`src/sv/cfd_pkg.sv`:
```
// ----------------------------------------------------------------------------
// cfd_pkg
// types, constants and the crc step shared by the frame deframer
// ----------------------------------------------------------------------------
package cfd_pkg;

   localparam logic [7:0]  SYNC_FIRST  = 8'hA5;
   localparam logic [7:0]  SYNC_SECOND = 8'h5A;
   localparam logic [15:0] CRC_POLY    = 16'h1021;
   localparam logic [15:0] CRC_INIT    = 16'hFFFF;

   // header bytes after the sync pair: version, type, sequence, reserved, len lo, len hi
   localparam int          HDR_FIELDS  = 6;
   localparam logic [2:0]  HDR_LEN_LO  = 3'd4;
   localparam logic [2:0]  HDR_LAST    = 3'd5;

   localparam int          CSR_INDEX_W = 8;
   localparam int          CSR_DATA_W  = 9;
   localparam logic [CSR_INDEX_W-1:0] REG_EXPECTED_VERSION = 8'd0;
   localparam logic [CSR_INDEX_W-1:0] REG_PAYLOAD_LIMIT    = 8'd1;

   localparam logic [7:0]  EXPECTED_VERSION_RST = 8'd1;
   localparam logic [8:0]  PAYLOAD_LIMIT_RST    = 9'd256;

   typedef enum logic [1:0] {
      STATUS_BUSY    = 2'd0,
      STATUS_PAYLOAD = 2'd1,
      STATUS_GOOD    = 2'd2,
      STATUS_ERROR   = 2'd3
   } status_type;

   typedef struct packed {
      logic [7:0] expected_version;
      logic [8:0] payload_limit;
   } cfg_type;

   typedef struct packed {
      status_type status;
      logic [7:0] payload_byte;
      logic [7:0] payload_index;
      logic [7:0] frame_type;
      logic [7:0] frame_sequence;
      logic [8:0] payload_length;
   } rsp_type;

   // crc-16/ccitt-false, one byte msb first
   function automatic logic [15:0] crc_add_byte(input logic [15:0] crc,
                                                input logic [7:0]  data);
      logic [15:0] c;
      c = crc ^ {data, 8'h00};
      for (int k = 0; k < 8; k++) begin
         c = c[15] ? ((c << 1) ^ CRC_POLY) : (c << 1);
      end
      return c;
   endfunction

endpackage

```
`src/sv/cfd_channels.sv`:
```
// ----------------------------------------------------------------------------
// cfd channels
// valid/ready channel interfaces for bytes in, results out and register writes
// ----------------------------------------------------------------------------
interface cfd_req_if;
   logic       valid;
   logic       ready;
   logic [7:0] data_byte;

   modport source (output valid, output data_byte, input ready);
   modport sink   (input valid, input data_byte, output ready);
endinterface

interface cfd_rsp_if;
   logic       valid;
   logic       ready;
   logic [1:0] status;
   logic [7:0] payload_byte;
   logic [7:0] payload_index;
   logic [7:0] frame_type;
   logic [7:0] frame_sequence;
   logic [8:0] payload_length;

   modport source (output valid, output status, output payload_byte,
                   output payload_index, output frame_type, output frame_sequence,
                   output payload_length, input ready);
   modport sink   (input valid, input status, input payload_byte,
                   input payload_index, input frame_type, input frame_sequence,
                   input payload_length, output ready);
endinterface

interface cfd_csr_if;
   logic                            valid;
   logic                            ready;
   logic [cfd_pkg::CSR_INDEX_W-1:0] index;
   logic [cfd_pkg::CSR_DATA_W-1:0]  wdata;

   modport source (output valid, output index, output wdata, input ready);
   modport sink   (input valid, input index, input wdata, output ready);
endinterface

```
`src/sv/crc_frame_deframer.sv`:
```
// ----------------------------------------------------------------------------
// crc_frame_deframer
// byte-serial deframer: sync hunt, header check, crc-16 check, payload stream
// ----------------------------------------------------------------------------
//  channel   dir  transfer carries
//  req_ch    in   data_byte, one received link byte
//  rsp_ch    out  status, payload_byte/index, frame_type/sequence, payload_length
//  csr_ch    in   index, wdata (0 expected_version, 1 payload_limit)
//
//  one byte per cycle sustained while results are taken; every byte gives exactly one result
//  a byte passes the input register, then the sequencer into the result register
//  the per-byte crc step is an eight-step xor network between those registers
//  reset clears the sequencer to the sync hunt and restores register defaults
//  a stalled result holds; the input register still takes one more byte behind it
// ----------------------------------------------------------------------------
module crc_frame_deframer #(
   parameter int MAX_PAYLOAD = 256
) (
   input logic              clock,
   input logic              reset,
   cfd_req_if.sink          req_ch,
   cfd_rsp_if.source        rsp_ch,
   cfd_csr_if.sink          csr_ch
);

   // configuration registers
   logic [7:0]       expected_version_ff;
   logic [8:0]       payload_limit_ff;
   cfd_pkg::cfg_type cfg;

   // input register to sequencer
   logic             byte_valid;
   logic             byte_ready;
   logic [7:0]       byte_data;

   cfd_pkg::rsp_type rsp;

   // register port never stalls; unknown indexes are dropped
   assign csr_ch.ready = 1'b1;

   always_ff @(posedge clock) begin
      if (reset) begin
         expected_version_ff <= cfd_pkg::EXPECTED_VERSION_RST;
         payload_limit_ff    <= cfd_pkg::PAYLOAD_LIMIT_RST;
      end else if (csr_ch.valid) begin
         case (csr_ch.index)
            cfd_pkg::REG_EXPECTED_VERSION: expected_version_ff <= csr_ch.wdata[7:0];
            cfd_pkg::REG_PAYLOAD_LIMIT:    payload_limit_ff    <= csr_ch.wdata[8:0];
            default: ;
         endcase
      end
   end

   assign cfg.expected_version = expected_version_ff;
   assign cfg.payload_limit    = payload_limit_ff;

   // input register: takes a byte while the sequencer works on the previous one
   cfd_in_reg u_in_reg (
      .clock     (clock),
      .reset     (reset),
      .in_valid  (req_ch.valid),
      .in_ready  (req_ch.ready),
      .in_data   (req_ch.data_byte),
      .out_valid (byte_valid),
      .out_ready (byte_ready),
      .out_data  (byte_data)
   );

   // frame sequencer with its result register
   cfd_core #(
      .MAX_PAYLOAD (MAX_PAYLOAD)
   ) u_core (
      .clock     (clock),
      .reset     (reset),
      .cfg       (cfg),
      .in_valid  (byte_valid),
      .in_ready  (byte_ready),
      .in_data   (byte_data),
      .rsp_valid (rsp_ch.valid),
      .rsp_ready (rsp_ch.ready),
      .rsp       (rsp)
   );

   // result fields onto the channel
   assign rsp_ch.status         = rsp.status;
   assign rsp_ch.payload_byte   = rsp.payload_byte;
   assign rsp_ch.payload_index  = rsp.payload_index;
   assign rsp_ch.frame_type     = rsp.frame_type;
   assign rsp_ch.frame_sequence = rsp.frame_sequence;
   assign rsp_ch.payload_length = rsp.payload_length;

endmodule

```
`src/sv/cfd_in_reg.sv`:
```
// ----------------------------------------------------------------------------
// cfd_in_reg
// input register for received bytes, refills in the cycle it drains
// ----------------------------------------------------------------------------
module cfd_in_reg (
   input  logic       clock,
   input  logic       reset,
   input  logic       in_valid,
   output logic       in_ready,
   input  logic [7:0] in_data,
   output logic       out_valid,
   input  logic       out_ready,
   output logic [7:0] out_data
);

   logic       valid_ff;
   logic       valid_in;
   logic [7:0] data_ff;

   assign in_ready  = !valid_ff || out_ready;
   assign out_valid = valid_ff;
   assign out_data  = data_ff;

   assign valid_in = in_ready ? in_valid : valid_ff;

   always_ff @(posedge clock) begin
      if (reset) begin
         valid_ff <= 1'b0;
      end else begin
         valid_ff <= valid_in;
      end
      if (in_valid && in_ready) begin
         data_ff <= in_data;
      end
   end

endmodule

```
`src/sv/cfd_core.sv`:
```
// ----------------------------------------------------------------------------
// cfd_core
// frame sequencer: sync hunt, header check, crc, payload tagging, result register
// ----------------------------------------------------------------------------
module cfd_core #(
   parameter int MAX_PAYLOAD = 256
) (
   input  logic             clock,
   input  logic             reset,
   input  cfd_pkg::cfg_type cfg,
   input  logic             in_valid,
   output logic             in_ready,
   input  logic [7:0]       in_data,
   output logic             rsp_valid,
   input  logic             rsp_ready,
   output cfd_pkg::rsp_type rsp
);

   // the 9-bit limit register caps any accepted length at 511
   localparam int LIMIT_MAX = (MAX_PAYLOAD < 511) ? MAX_PAYLOAD : 511;
   localparam int LEN_W     = $clog2(LIMIT_MAX + 1);
   localparam logic [15:0] MAX_LIMIT = 16'(MAX_PAYLOAD);

   typedef enum logic [2:0] {
      PH_SYNC1,
      PH_SYNC2,
      PH_HEADER,
      PH_PAYLOAD,
      PH_CRC_LO,
      PH_CRC_HI
   } phase_type;

   phase_type         phase_ff, phase_in;
   logic [2:0]        hdr_cnt_ff, hdr_cnt_in;
   logic [7:0]        version_ff, version_in;
   logic [7:0]        type_ff, type_in;
   logic [7:0]        seq_ff, seq_in;
   logic [7:0]        len_lo_ff, len_lo_in;
   logic [LEN_W-1:0]  len_ff, len_in;
   logic [LEN_W-1:0]  cnt_ff, cnt_in;
   logic [15:0]       crc_ff, crc_in;
   logic [7:0]        crc_lo_ff, crc_lo_in;
   logic              rsp_valid_ff, rsp_valid_in;
   cfd_pkg::rsp_type  rsp_ff, rsp_in;

   logic              advance;
   logic [15:0]       crc_step;
   logic [15:0]       len16;
   logic [15:0]       lim16;
   logic [15:0]       cfg_limit16;
   logic [LEN_W:0]    cnt_next;
   logic [LEN_W+7:0]  index_wide;
   logic [LEN_W+8:0]  length_wide;

   assign in_ready  = !rsp_valid_ff || rsp_ready;
   assign advance   = in_valid && in_ready;
   assign rsp_valid = rsp_valid_ff;
   assign rsp       = rsp_ff;

   assign crc_step    = cfd_pkg::crc_add_byte(crc_ff, in_data);
   assign len16       = {in_data, len_lo_ff};
   assign cfg_limit16 = {7'd0, cfg.payload_limit};
   assign lim16       = (cfg_limit16 > MAX_LIMIT) ? MAX_LIMIT : cfg_limit16;
   assign cnt_next    = {1'b0, cnt_ff} + {{LEN_W{1'b0}}, 1'b1};
   assign index_wide  = {8'd0, cnt_ff};
   assign length_wide = {9'd0, len_ff};

   always_comb begin
      phase_in   = phase_ff;
      hdr_cnt_in = hdr_cnt_ff;
      version_in = version_ff;
      type_in    = type_ff;
      seq_in     = seq_ff;
      len_lo_in  = len_lo_ff;
      len_in     = len_ff;
      cnt_in     = cnt_ff;
      crc_in     = crc_ff;
      crc_lo_in  = crc_lo_ff;

      rsp_in                = '0;
      rsp_in.status         = cfd_pkg::STATUS_BUSY;

      case (phase_ff)
         PH_SYNC1: begin
            if (in_data == cfd_pkg::SYNC_FIRST) begin
               phase_in = PH_SYNC2;
            end
         end
         PH_SYNC2: begin
            if (in_data == cfd_pkg::SYNC_SECOND) begin
               phase_in   = PH_HEADER;
               hdr_cnt_in = 3'd0;
               crc_in     = cfd_pkg::CRC_INIT;
            end else if (in_data != cfd_pkg::SYNC_FIRST) begin
               phase_in = PH_SYNC1;
            end
         end
         PH_HEADER: begin
            crc_in     = crc_step;
            hdr_cnt_in = hdr_cnt_ff + 3'd1;
            case (hdr_cnt_ff)
               3'd0:                version_in = in_data;
               3'd1:                type_in    = in_data;
               3'd2:                seq_in     = in_data;
               cfd_pkg::HDR_LEN_LO: len_lo_in  = in_data;
               default: ;
            endcase
            if (hdr_cnt_ff == cfd_pkg::HDR_LAST) begin
               if (version_ff != cfg.expected_version || len16 > lim16) begin
                  phase_in      = PH_SYNC1;
                  rsp_in.status = cfd_pkg::STATUS_ERROR;
               end else begin
                  len_in   = len16[LEN_W-1:0];
                  cnt_in   = '0;
                  phase_in = (len16 == 16'd0) ? PH_CRC_LO : PH_PAYLOAD;
               end
            end
         end
         PH_PAYLOAD: begin
            crc_in               = crc_step;
            cnt_in               = cnt_next[LEN_W-1:0];
            rsp_in.status        = cfd_pkg::STATUS_PAYLOAD;
            rsp_in.payload_byte  = in_data;
            rsp_in.payload_index = index_wide[7:0];
            if (cnt_next == {1'b0, len_ff}) begin
               phase_in = PH_CRC_LO;
            end
         end
         PH_CRC_LO: begin
            crc_lo_in = in_data;
            phase_in  = PH_CRC_HI;
         end
         PH_CRC_HI: begin
            phase_in = PH_SYNC1;
            if ({in_data, crc_lo_ff} == crc_ff) begin
               rsp_in.status         = cfd_pkg::STATUS_GOOD;
               rsp_in.frame_type     = type_ff;
               rsp_in.frame_sequence = seq_ff;
               rsp_in.payload_length = length_wide[8:0];
            end else begin
               rsp_in.status = cfd_pkg::STATUS_ERROR;
            end
         end
         default: begin
            phase_in = PH_SYNC1;
         end
      endcase
   end

   assign rsp_valid_in = advance ? 1'b1 : (rsp_ready ? 1'b0 : rsp_valid_ff);

   always_ff @(posedge clock) begin
      if (reset) begin
         phase_ff     <= PH_SYNC1;
         hdr_cnt_ff   <= 3'd0;
         cnt_ff       <= '0;
         crc_ff       <= cfd_pkg::CRC_INIT;
         rsp_valid_ff <= 1'b0;
      end else begin
         rsp_valid_ff <= rsp_valid_in;
         if (advance) begin
            phase_ff   <= phase_in;
            hdr_cnt_ff <= hdr_cnt_in;
            cnt_ff     <= cnt_in;
            crc_ff     <= crc_in;
         end
      end
      if (advance) begin
         version_ff <= version_in;
         type_ff    <= type_in;
         seq_ff     <= seq_in;
         len_lo_ff  <= len_lo_in;
         len_ff     <= len_in;
         crc_lo_ff  <= crc_lo_in;
         rsp_ff     <= rsp_in;
      end
   end

endmodule

```
`src/flat_wrapper.sv`:
```
// flat-port wrapper written by rule: the top's interface ports become plain ports
module crc_frame_deframer_flat 
#(
   parameter int MAX_PAYLOAD = 256
)
  (clock, reset, req_ch_valid, req_ch_data_byte, req_ch_ready, rsp_ch_valid, rsp_ch_status, rsp_ch_payload_byte, rsp_ch_payload_index, rsp_ch_frame_type, rsp_ch_frame_sequence, rsp_ch_payload_length, rsp_ch_ready, csr_ch_valid, csr_ch_index, csr_ch_wdata, csr_ch_ready);
  cfd_req_if req_ch_i ();
  cfd_rsp_if rsp_ch_i ();
  cfd_csr_if csr_ch_i ();
  input logic clock;
  input logic reset;
  input wire logic [$bits(req_ch_i.valid)-1:0] req_ch_valid;
  input wire logic [$bits(req_ch_i.data_byte)-1:0] req_ch_data_byte;
  output wire logic [$bits(req_ch_i.ready)-1:0] req_ch_ready;
  output wire logic [$bits(rsp_ch_i.valid)-1:0] rsp_ch_valid;
  output wire logic [$bits(rsp_ch_i.status)-1:0] rsp_ch_status;
  output wire logic [$bits(rsp_ch_i.payload_byte)-1:0] rsp_ch_payload_byte;
  output wire logic [$bits(rsp_ch_i.payload_index)-1:0] rsp_ch_payload_index;
  output wire logic [$bits(rsp_ch_i.frame_type)-1:0] rsp_ch_frame_type;
  output wire logic [$bits(rsp_ch_i.frame_sequence)-1:0] rsp_ch_frame_sequence;
  output wire logic [$bits(rsp_ch_i.payload_length)-1:0] rsp_ch_payload_length;
  input wire logic [$bits(rsp_ch_i.ready)-1:0] rsp_ch_ready;
  input wire logic [$bits(csr_ch_i.valid)-1:0] csr_ch_valid;
  input wire logic [$bits(csr_ch_i.index)-1:0] csr_ch_index;
  input wire logic [$bits(csr_ch_i.wdata)-1:0] csr_ch_wdata;
  output wire logic [$bits(csr_ch_i.ready)-1:0] csr_ch_ready;
  assign req_ch_i.valid = req_ch_valid;
  assign req_ch_i.data_byte = req_ch_data_byte;
  assign req_ch_ready = req_ch_i.ready;
  assign rsp_ch_valid = rsp_ch_i.valid;
  assign rsp_ch_status = rsp_ch_i.status;
  assign rsp_ch_payload_byte = rsp_ch_i.payload_byte;
  assign rsp_ch_payload_index = rsp_ch_i.payload_index;
  assign rsp_ch_frame_type = rsp_ch_i.frame_type;
  assign rsp_ch_frame_sequence = rsp_ch_i.frame_sequence;
  assign rsp_ch_payload_length = rsp_ch_i.payload_length;
  assign rsp_ch_i.ready = rsp_ch_ready;
  assign csr_ch_i.valid = csr_ch_valid;
  assign csr_ch_i.index = csr_ch_index;
  assign csr_ch_i.wdata = csr_ch_wdata;
  assign csr_ch_ready = csr_ch_i.ready;
  crc_frame_deframer #(.MAX_PAYLOAD(MAX_PAYLOAD)) u_core (.clock(clock), .reset(reset), .req_ch(req_ch_i), .rsp_ch(rsp_ch_i), .csr_ch(csr_ch_i));
endmodule
```
`config.mk`:
```
export PLATFORM = sky130hd
export DESIGN_NAME = crc_frame_deframer_flat
export DESIGN_NICKNAME = d
export VERILOG_FILES = /design/src/sv/cfd_pkg.sv /design/src/sv/cfd_channels.sv /design/src/sv/crc_frame_deframer.sv /design/src/sv/cfd_in_reg.sv /design/src/sv/cfd_core.sv /design/src/flat_wrapper.sv
export SDC_FILE = /design/constraint.sdc
export NUM_CORES = 1
export LEC_CHECK = 0
export ABC_AREA = 1
export BUFFER_PORTS_ARGS = -buffer_cell sky130_fd_sc_hd__clkbuf_2
export CORE_MARGIN = 3
export CORE_UTILIZATION = 45
export CTS_BUF_LIST = sky130_fd_sc_hd__clkbuf_8
export DETAILED_ROUTE_END_ITERATION = 12
export GPL_TIMING_DRIVEN = 0
export PLACE_DENSITY_LB_ADDON = 0.1
export SYNTH_ARGS = -nofsm -noshare
export SYNTH_HDL_FRONTEND = slang
export SYNTH_SLANG_ARGS = --single-unit
```
`constraint.sdc`:
```
create_clock -name clock -period 3.71 [get_ports clock]
set_clock_uncertainty 0.15 [all_clocks]
set_input_delay 0.1855 -clock clock [delete_from_list [all_inputs] [get_ports clock]]
set_output_delay 0.1855 -clock clock [all_outputs]
set_load 0.005 [all_outputs]
```
After elaboration in Yosys (flattened, before gate mapping):

Cells that the tools add are included.

* register bits: 150
* input bits: 30
* output and inout bits: 46

* $add $sub $neg: 2
* order comparisons: 2
* equal/unequal tests: 22
* mux-type cells: 30
* bitwise gates (word level): 10
* reduce and logical (&&, ||, !) cells: 29

Operators with widths (number)
* 13-bit two-way mux: 8
* 16-bit case mux with 2 select lines: 1
* 9-bit two-way mux: 3
* 3-bit two-way mux: 8
* 3-bit inverter: 8
* 9-bit case mux with 2 select lines: 1
* 3-bit AND reduction: 6
* 16-bit == test: 1
* 16-bit by 9-bit > comparator with 1-bit output: 1
* 16-bit zero test: 1
* 16-bit two-way mux: 1
* 16-bit bitwise XOR: 1
* 3-bit case mux with 5 select lines: 1
* 3-bit == test, second input constant: 4
* 9-bit by 1-bit adder with 10-bit output, second input constant: 1
* 10-bit by 9-bit == test with 1-bit output: 1
* 2-bit != test, second input constant: 5
* 3-bit by 2-bit == test with 1-bit output, second input constant: 3
* 9-bit > comparator, second input constant: 1
* 8-bit by 1-bit == test with 1-bit output, second input constant: 1
* 8-bit by 7-bit == test with 1-bit output, second input constant: 1
* 8-bit == test, second input constant: 1
* 8-bit zero test: 1
* 8-bit != test: 1
* 18 further kinds: 34

Logic depth before layout (Yosys ltp):

Gate-level depths: netlist (run 1).

* depth after elaboration: 18
* mapped depth: 18

Cells and area by module:

Synthesis (run 1) repeated with hierarchy kept, for this count alone.

* cell total of the unflattened synthesis: 719
* area, all modules: 6937.9 sq um

By module, submodules not included
* cfd_core: instances 1, cells an instance 593, area each 5806.8 sq um, seq. area each 3403.3 sq um
* crc_frame_deframer: instances 1, cells an instance 112, area each 843.3 sq um, seq. area each 340.3 sq um
* cfd_in_reg: instances 1, cells an instance 14, area each 287.8 sq um, seq. area each 260.2 sq um

Worst setup path after synthesis (run 1):

No wires, ideal clock.

* path kind: register to register
* from: reg u_core.u_core.rsp_valid_ff, in the netlist u_core.u_core.rsp_valid
* to: reg u_core.u_core.len_ff[0] (enable)
* setup time: 0.336 ns
* arrival: 2.355 ns
* path slack: 0.869 ns
* stages on the path, launching flop included: 6
* path buffers: 0
* period minus slack after synthesis: 2.841 ns
* cells stage by stage: dfxtp_1 nand2_1 nand2_1 inv_1 nand4_1 inv_1

* word-level cells in the longest chain between the ends: 4

Ends and longest elaborated chain
* from (decl): RTL line cfd_core.sv:43 `logic rsp_valid_ff, rsp_valid_in;`
* from (signal assigned): RTL line cfd_core.sv:160 `rsp_valid_ff <= rsp_valid_in;`
* 1-bit zero test: RTL line cfd_core.sv:55 `assign in_ready = !rsp_valid_ff || rsp_ready;`
* 1-bit logical OR: RTL line cfd_core.sv:55
* 1-bit logical AND: RTL line cfd_core.sv:56 `assign advance = in_valid && in_ready;`
* net u_core.u_core.advance: RTL line cfd_core.sv:46 `logic advance;`
* 4-bit AND reduction (no line)
* to (signal assigned): RTL line cfd_core.sv:173 `len_ff <= len_in;`
* to (decl): RTL line cfd_core.sv:39 `logic [LEN_W-1:0] len_ff, len_in;`

The timed path passes the listed nets, and every way through them passes these cells.
A chain may end at the register's enable or synchronous reset.

Final worst setup path (run 1):

* from: reg u_core.payload_limit_ff[4]
* to: reg u_core.u_core.len_ff[5] (enable)

* word-level cells in the longest chain between the ends: 6

Ends and longest elaborated chain
* from (decl): RTL line crc_frame_deframer.sv:28 `logic [8:0] payload_limit_ff;`
* from (signal assigned): RTL line crc_frame_deframer.sv:44 `payload_limit_ff <= cfd_pkg::PAYLOAD_LIMIT_RST;`
* from (signal assigned): RTL line crc_frame_deframer.sv:48 `cfd_pkg::REG_PAYLOAD_LIMIT: payload_limit_ff <= csr_ch.wdata[8:0];`
* 9-bit > comparator: RTL line cfd_core.sv:63 `assign lim16 = (cfg_limit16 > MAX_LIMIT) ? MAX_LIMIT : cfg_limit16;`
* 9-bit two-way mux (*): RTL line cfd_core.sv:63
* 16-bit by 9-bit > comparator with 1-bit output (*): RTL line cfd_core.sv:109 `if (version_ff != cfg.expected_version || len16 > lim16) begin`
* 1-bit logical OR (*): RTL line cfd_core.sv:109
* 1-bit inverter (no line) (*)
* 4-bit AND reduction (no line) (*)

Every way passes the cells marked *; elsewhere a longest branch is shown, timed or not.

==> results of run 1 <==
## Yosys cell counts, types with 2 or more instances
cell type / number
sky130_fd_sc_hd__nor2_1: 90
sky130_fd_sc_hd__nor2_4: 2
sky130_fd_sc_hd__nor2_2: 20
sky130_fd_sc_hd__edfxtp_1: 100
sky130_fd_sc_hd__clkbuf_1: 8
sky130_fd_sc_hd__ha_1: 14
sky130_fd_sc_hd__o21ai_0: 48
sky130_fd_sc_hd__nand4_1: 14
sky130_fd_sc_hd__clkinv_1: 2
sky130_fd_sc_hd__nand2_1: 99
sky130_fd_sc_hd__nor4_1: 8
sky130_fd_sc_hd__dfxtp_1: 50
sky130_fd_sc_hd__inv_1: 87
sky130_fd_sc_hd__nand3_1: 41
sky130_fd_sc_hd__o211ai_1: 10
sky130_fd_sc_hd__xor2_1: 13
sky130_fd_sc_hd__nor3_1: 8
sky130_fd_sc_hd__a211oi_1: 3
sky130_fd_sc_hd__buf_6: 2
sky130_fd_sc_hd__a21oi_1: 26
sky130_fd_sc_hd__xnor2_1: 18
sky130_fd_sc_hd__a21o_1: 2
sky130_fd_sc_hd__inv_2: 2
sky130_fd_sc_hd__buf_12: 2
## where the power goes
| part | switching, mW | internal, mW |
|---|---|---|
| sequential | 0.0253 | 1.81 |
| combinational | 0.0736 | 0.0574 |
| clock | 0.601 | 0.724 |
## worst max-delay path, cell delays in order (launching register included)
cell and delay (ns):
sky130_fd_sc_hd__dfxtp_1 0.34, sky130_fd_sc_hd__nor4_1 0.29, sky130_fd_sc_hd__a21o_1 0.27, sky130_fd_sc_hd__nand2_1 0.09
sky130_fd_sc_hd__ha_1 0.30, sky130_fd_sc_hd__a21oi_1 0.15, sky130_fd_sc_hd__nor2_1 0.05, sky130_fd_sc_hd__nor2_1 0.08
sky130_fd_sc_hd__nand2_1 0.06, sky130_fd_sc_hd__nand2_1 0.05, sky130_fd_sc_hd__nand2_1 0.04, sky130_fd_sc_hd__nand2_1 0.13
sky130_fd_sc_hd__nand4_1 0.43, sky130_fd_sc_hd__inv_1 0.50
## layout by cell type (no fill, tap or decap), types with 13 or more instances in the layout
master / count
sky130_fd_sc_hd__nand2_1: 99
sky130_fd_sc_hd__dlygate4sd3_1: 20
sky130_fd_sc_hd__nor2_1: 90
sky130_fd_sc_hd__nor2_2: 20
sky130_fd_sc_hd__nand3_1: 41
sky130_fd_sc_hd__xnor2_1: 18
sky130_fd_sc_hd__o21ai_0: 48
sky130_fd_sc_hd__xor2_1: 13
sky130_fd_sc_hd__dfxtp_1: 50
sky130_fd_sc_hd__nand4_1: 14
sky130_fd_sc_hd__clkbuf_2: 73
sky130_fd_sc_hd__ha_1: 14
sky130_fd_sc_hd__edfxtp_1: 100
sky130_fd_sc_hd__inv_1: 87
sky130_fd_sc_hd__clkbuf_8: 18
sky130_fd_sc_hd__a21oi_1: 26
## area by class of cell
class                   instances  area (sq um)
flip-flops and latches        150          4000
plain buffers                  16           123
fillers                      1303          6650
clock buffers                  17           234
inverters                      91           342
repair buffers                 93           566
clock inverters                15           184
well taps                     184           230
multi-input cells             425          2250
## state kept, by name, summed over array words and instances (netlist names)
register,flops
u_core.u_core.phase_ff,3
u_core.u_core.rsp_valid,1
u_core.u_core.rsp,43
u_core.u_in_reg.out_valid,1
u_core.u_core.seq_ff,8
u_core.u_core.hdr_cnt_ff,3
u_core.u_core.crc_ff,16
u_core.u_core.type_ff,8
u_core.u_core.crc_lo_ff,8
u_core.u_in_reg.out_data,8
u_core.u_core.version_ff,8
u_core.expected_version_ff,8
u_core.u_core.cnt_ff,9
u_core.u_core.len_lo_ff,8
u_core.payload_limit_ff,9
u_core.u_core.len_ff,9
## through the flow
step	hold WS, ns	TNS [ns]
final	0.0460	0
after global routing	0.0910	0
after CTS	0.0160	0
after detailed placement	0.214	0
after global placement	0.213	-0.966
after floorplan	0.134	0
## cell families (layout without fill, tap and decap cells)
family,Yosys count,in the layout,synth area share [%]
XOR/XNOR,31,31,4.04
AND/OR/NAND/NOR,288,288,19.4
adder cells (fa/ha/maj),14,14,2.61
buffers and inverters,107,232,6.91
flip-flops,150,150,59.6
other,1,1,0.0558
AO/OA/AOI/OAI,91,91,7.40
## routing by layer
metal | vias to the layer above | wire length [um]
li1 | 2502 | -
met1 | 2351 | 6610
met2 | 90 | 7280
met3 | 15 | 563
met4 | 0 | 206
met5 | - | 0
## path summary, 6_finish.rpt
kind / end / slack, ns / from / depth (start not counted)
setup reg to reg: u_core.u_core.len_ff[5] / 0.44 / u_core.payload_limit_ff[4] / 13
hold / removal: u_core.expected_version_ff[0] / 0.05 / csr_ch_valid / 4
setup / recovery: u_core.u_core.len_ff[5] / 0.44 / u_core.payload_limit_ff[4] / 13
hold reg to reg: u_core.u_core.crc_ff[14] / 0.33 / u_core.u_core.crc_ff[14] / 2
==> results.ini, run 1 <==
[detailed_routing]
drt_iter0_markers=347
route.detailed.drc=0
post_drt_wl_per_cell_um=14.8
drt.antenna.violating_nets=0
wl_um=14700
1st_pass_router_iterations=5
routed_via_density=5.00
route.vias.total=4958

[final_layout]
area.growth.synth_to_final_pct=18.2
nNetsFinal=838
postLayoutCoreUtil_pct=54.4
fin_cells=991
layout.cell_area.non_filler_sq_um=7940
n_antenna_cell=0
layout_cells_sized_above_1_pct=17.3

[run_status]
status=complete, no violations

[die]
die_x_um=128
top_level_ports=76
number_of_placement_rows=44
die-height_um=128
placeableCoreArea_sq_um=14600
die-area_sq_um=16400
initial_utilization_pct=46.0

[clocking]
cts-buffers-inserted=17
cts_hold_buf=20
cts_tree=done
ctsRootBufferMaster=sky130_fd_sc_hd__clkbuf_8
post_cts.repair.setup_buffers=0
worst_setup_hold_path_clk_slew_ns=0.08
cts_resized=0
htree_levels=4
clock_tree_buf_depth=2
clock_latency_ns=0.45
cts_num_sinks=150

[timing]
grt_setup_unrepaired=no
achievable-frequency_mhz=305
timing_max_transition_violations_final=0
final.setup.worst_slack_ns=0.436
slew_headroom_pct=24.2
finalSetupViolCount=0
finalCriticalPeriod_ns=3.27
tightestPinTransition_ns=1.13
final-hold-violation-count=0
fin_crit_sh_pct=88.3

[grt]
m1_gr_usage_pct=23.9
global_route.usage.total_pct=18.8
grtUsageMet2_pct=31.7
via_count_of_the_first_global_routing_pass=4754
grt_first_pass_wirelength_um=23800
grt_start_max_net_pins=48
grt-busiest-layer=met2
global_route.overflow_total=0
antenna_found_initial=0
groute.layer.met3.usage_pct=4.08

[yosys]
syn-num-nets=726
synth_enable_flop_cells=100
post_synth_instance_area_sq_um=6720
synth_area_per_cell_sq_um=9.85
postSynth.topFlopCell=sky130_fd_sc_hd__edfxtp_1
post_synth_inst_count=682
netlist_top_cells_area=sky130_fd_sc_hd__edfxtp_1, sky130_fd_sc_hd__dfxtp_1, sky130_fd_sc_hd__nand2_1
ys_warn_count=0
postSynth.asyncResetShare_pct=0
yosys.area.top_type_share_pct=44.7
netlist-cell-type-count=37
synth_seq_area_share_pct=59.6
postSynthRegisterBits=150
synthDominantAreaCellType=sky130_fd_sc_hd__edfxtp_1

[critical_path]
crit_arrival_ns=3.24
critPathKind=flip-flop to flip-flop
end_kind=flip-flop
critPathRequiredTime_ns=3.67
startpoint_type=flip-flop
crit_fanout=10

[placement]
place.detailed.instances=939
post-place-ws_ns=0.413
dp.final_hpwl_um=10400
placed_cell_area_sq_um=7310
placement.io_buffers=73
gpl.final_weighted_congestion=0.886

[power]
p_total_mw=3.29
peak_supply_drop_mv=0.228
reported_leakage_power_nw=3.09
power_per_cell_area_nw_per_um2=414

[hold_path]
min_path_type=primary input to flip-flop

[flow_run]
max_cap_violations=0

No activity file was read; power rests on OpenSTA's default activity.
==> run 2: changes to the inputs <==
- CORE_UTILIZATION: 45 -> 37
==> results.ini, run 2 (synthesized netlist as in run 1, its figures left out) <==
[timing]
final.setup.worst_slack_ns=0.407  ; was 0.436 ns
timing_max_transition_violations_final=0  ; unchanged
final-hold-violation-count=0  ; unchanged
achievable-frequency_mhz=303  ; was 305 MHz
fin_crit_sh_pct=89.0  ; was 88.3%
finalSetupViolCount=0  ; unchanged
tightestPinTransition_ns=1.12  ; was 1.13 ns
finalCriticalPeriod_ns=3.30  ; was 3.27 ns
final.hold.worst_slack_ns=0.0811  ; was 0.0460 ns
grt_setup_unrepaired=no  ; unchanged
slew_headroom_pct=24.6  ; was 24.2%

[critical_path]
crit_arrival_ns=3.26  ; was 3.24 ns
crit_fanout=10  ; unchanged
end_kind=flip-flop  ; unchanged
critPathKind=flip-flop to flip-flop  ; unchanged
critical-path-slowest-cell=sky130_fd_sc_hd__inv_1  ; unchanged
startpoint_type=flip-flop  ; unchanged
worst_path_cell_trace=nor4_1 -> a21o_1 -> nand2_1 -> ha_1 -> a21oi_1 -> nor2_1 -> nor2_1 -> nand2_1 -> nand2_1 -> nand2_1 -> nand2_1 -> nand4_1 -> inv_1  ; unchanged
cp_slowest_stage_delay_ns=0.50  ; about the same
crit_path_frequent_cell=sky130_fd_sc_hd__nand2_1  ; unchanged
critPathRequiredTime_ns=3.67  ; about the same
length_in_cells_of_the_worst_reg_to_reg_path=13  ; unchanged

[grt]
grt-busiest-layer=met2  ; unchanged
via_count_of_the_first_global_routing_pass=5075  ; was 4754
grt_start_max_net_pins=48  ; unchanged
global_route.overflow_total=0  ; unchanged
m1_gr_usage_pct=19.3  ; was 23.9%
antenna_found_initial=0  ; unchanged
groute.layer.met3.usage_pct=3.83  ; was 4.08%
grt_first_pass_wirelength_um=25400  ; was 23800 um
global_route.usage.total_pct=16.3  ; was 18.8%
grtUsageMet2_pct=29.3  ; was 31.7%

[hold_path]
worstHoldPathCells=4  ; unchanged
min_path_type=primary input to flip-flop  ; unchanged

[final_layout]
filler_cell_count=1744  ; was 1303
nNetsFinal=837  ; was 838
layout_cells_sized_above_1_pct=17.5  ; was 17.3%
fin_cells=1031  ; was 991
layout.cells.most_common_list=sky130_fd_sc_hd__edfxtp_1, sky130_fd_sc_hd__nand2_1, sky130_fd_sc_hd__nor2_1  ; unchanged
number_of_flip_flops_in_the_largest_register=43  ; unchanged
n_antenna_cell=0  ; unchanged
layout.cells.most_common=sky130_fd_sc_hd__edfxtp_1  ; unchanged
layout.cell_area.non_filler_sq_um=7970  ; was 7940 sq um
area.growth.synth_to_final_pct=18.7  ; was 18.2%

[detailed_routing]
route.vias.total=5021  ; was 4958
routed_via_density=4.87  ; was 5.00
1st_pass_router_iterations=4  ; was 5
wl_um=15700  ; was 14700 um
route.detailed.drc=0  ; unchanged
drt_iter0_markers=325  ; was 347
post_drt_wl_per_cell_um=15.2  ; was 14.8 um
drt.antenna.violating_nets=0  ; unchanged

[clocking]
cts_resized=0  ; unchanged
post_cts.repair.setup_buffers=0  ; unchanged
clock_latency_ns=0.45  ; about the same
cts_tree=done  ; unchanged
cts_num_sinks=150  ; unchanged
clock_tree_buf_depth=2  ; unchanged
htree_levels=4  ; unchanged
cts-buffers-inserted=17  ; unchanged
ctsRootBufferMaster=sky130_fd_sc_hd__clkbuf_8  ; unchanged
worst_setup_hold_path_clk_slew_ns=0.08  ; about the same

[power]
power_per_cell_area_nw_per_um2=409  ; was 414 nW/um^2
reported_leakage_power_nw=3.08  ; was 3.09 nW
p_total_mw=3.26  ; was 3.29 mW
peak_supply_drop_mv=0.208  ; was 0.228 mV

[die]
top_level_ports=76  ; unchanged
die_x_um=141  ; was 128 um
placeableCoreArea_sq_um=17500  ; was 14600 sq um
die-area_sq_um=19800  ; was 16400 sq um
die-height_um=141  ; was 128 um
initial_utilization_pct=38.3  ; was 46.0%
number_of_placement_rows=48  ; was 44

[placement]
gpl.final_weighted_congestion=0.876  ; was 0.886
placed_cell_area_sq_um=7360  ; was 7310 sq um
place.detailed.instances=980  ; was 939
dp.final_hpwl_um=11300  ; was 10400 um
post-place-ws_ns=0.394  ; was 0.413 ns
placement.io_buffers=73  ; unchanged

[flow_run]
max_cap_violations=0  ; unchanged

[run_status]
status=complete, no violations  ; unchanged

==> run 2: cell count changes in the layout (fill, tap and decap cells not counted) <==
cell	delta
sky130_fd_sc_hd__bufinv_16	-1
sky130_fd_sc_hd__clkinv_1	-1
sky130_fd_sc_hd__clkinv_2	-3
sky130_fd_sc_hd__clkinv_4	+4
sky130_fd_sc_hd__dlygate4sd3_1	-1
sky130_fd_sc_hd__inv_6	+1
==> run 2: critical path, delay by kind of cell (launching register included) <==
kind | cells | cell delay (ns)
buf+inv | 1 | 0.50
compound gates | 2 | 0.43
flops | 1 | 0.33
fa+ha+maj | 1 | 0.30
simple gates | 9 | 1.26
==> run 2: repair_timing <==
action                                  CTS  global route
hold buffers                             19             0
endpoints found under the hold margin    27             0
endpoints found under the setup margin    0             0
==> run 2: final timing paths <==
| check | startpoint | to | slack [ns] |
|---|---|---|---|
| hold reg to reg | u_core.u_core.crc_ff[13] | u_core.u_core.crc_ff[13] | 0.33 |
| setup reg to reg | u_core.payload_limit_ff[4] | u_core.u_core.len_ff[8] | 0.41 |
| setup / recovery | u_core.payload_limit_ff[4] | u_core.u_core.len_ff[8] | 0.41 |
| hold / removal | csr_ch_valid | u_core.expected_version_ff[0] | 0.08 |
==> run 2: power breakdown <==
part	leakage (nW)	total (mW)	internal (mW)	switching, mW
registers	1.31	1.83	1.81	0.0277
clock network	0.206	1.29	0.669	0.625
logic	1.57	0.132	0.0566	0.0753
==> run 2: area by class of cell <==
type | count | area (sq um) | share of cell area (%)
timing repair buffer | 92 | 556 | 6.97
clock buffer | 17 | 234 | 2.94
multi-input combinational | 425 | 2250 | 28.3
buffer | 16 | 123 | 1.54
sequential | 150 | 4000 | 50.2
tap | 225 | 282 | 3.53
clock inverter | 15 | 179 | 2.24
inverter | 91 | 342 | 4.29
==> run 2: layer usage <==
metal	routed length (um)	share of wire, %
met1	6490	41
met2	8300	53
met3	650	4.1
met4	252	1.6
met5	0	0
==> run 2: per-stage QoR <==
stage | setup TNS [ns] | util, %
3_3_place_gp | -1.21 | 42.0
2_1_floorplan | 0 | -
3_5_place_dp | 0 | 42.0
6_report | 0 | 45.5
5_1_grt | 0 | 45.5
4_1_cts | 0 | 45.4
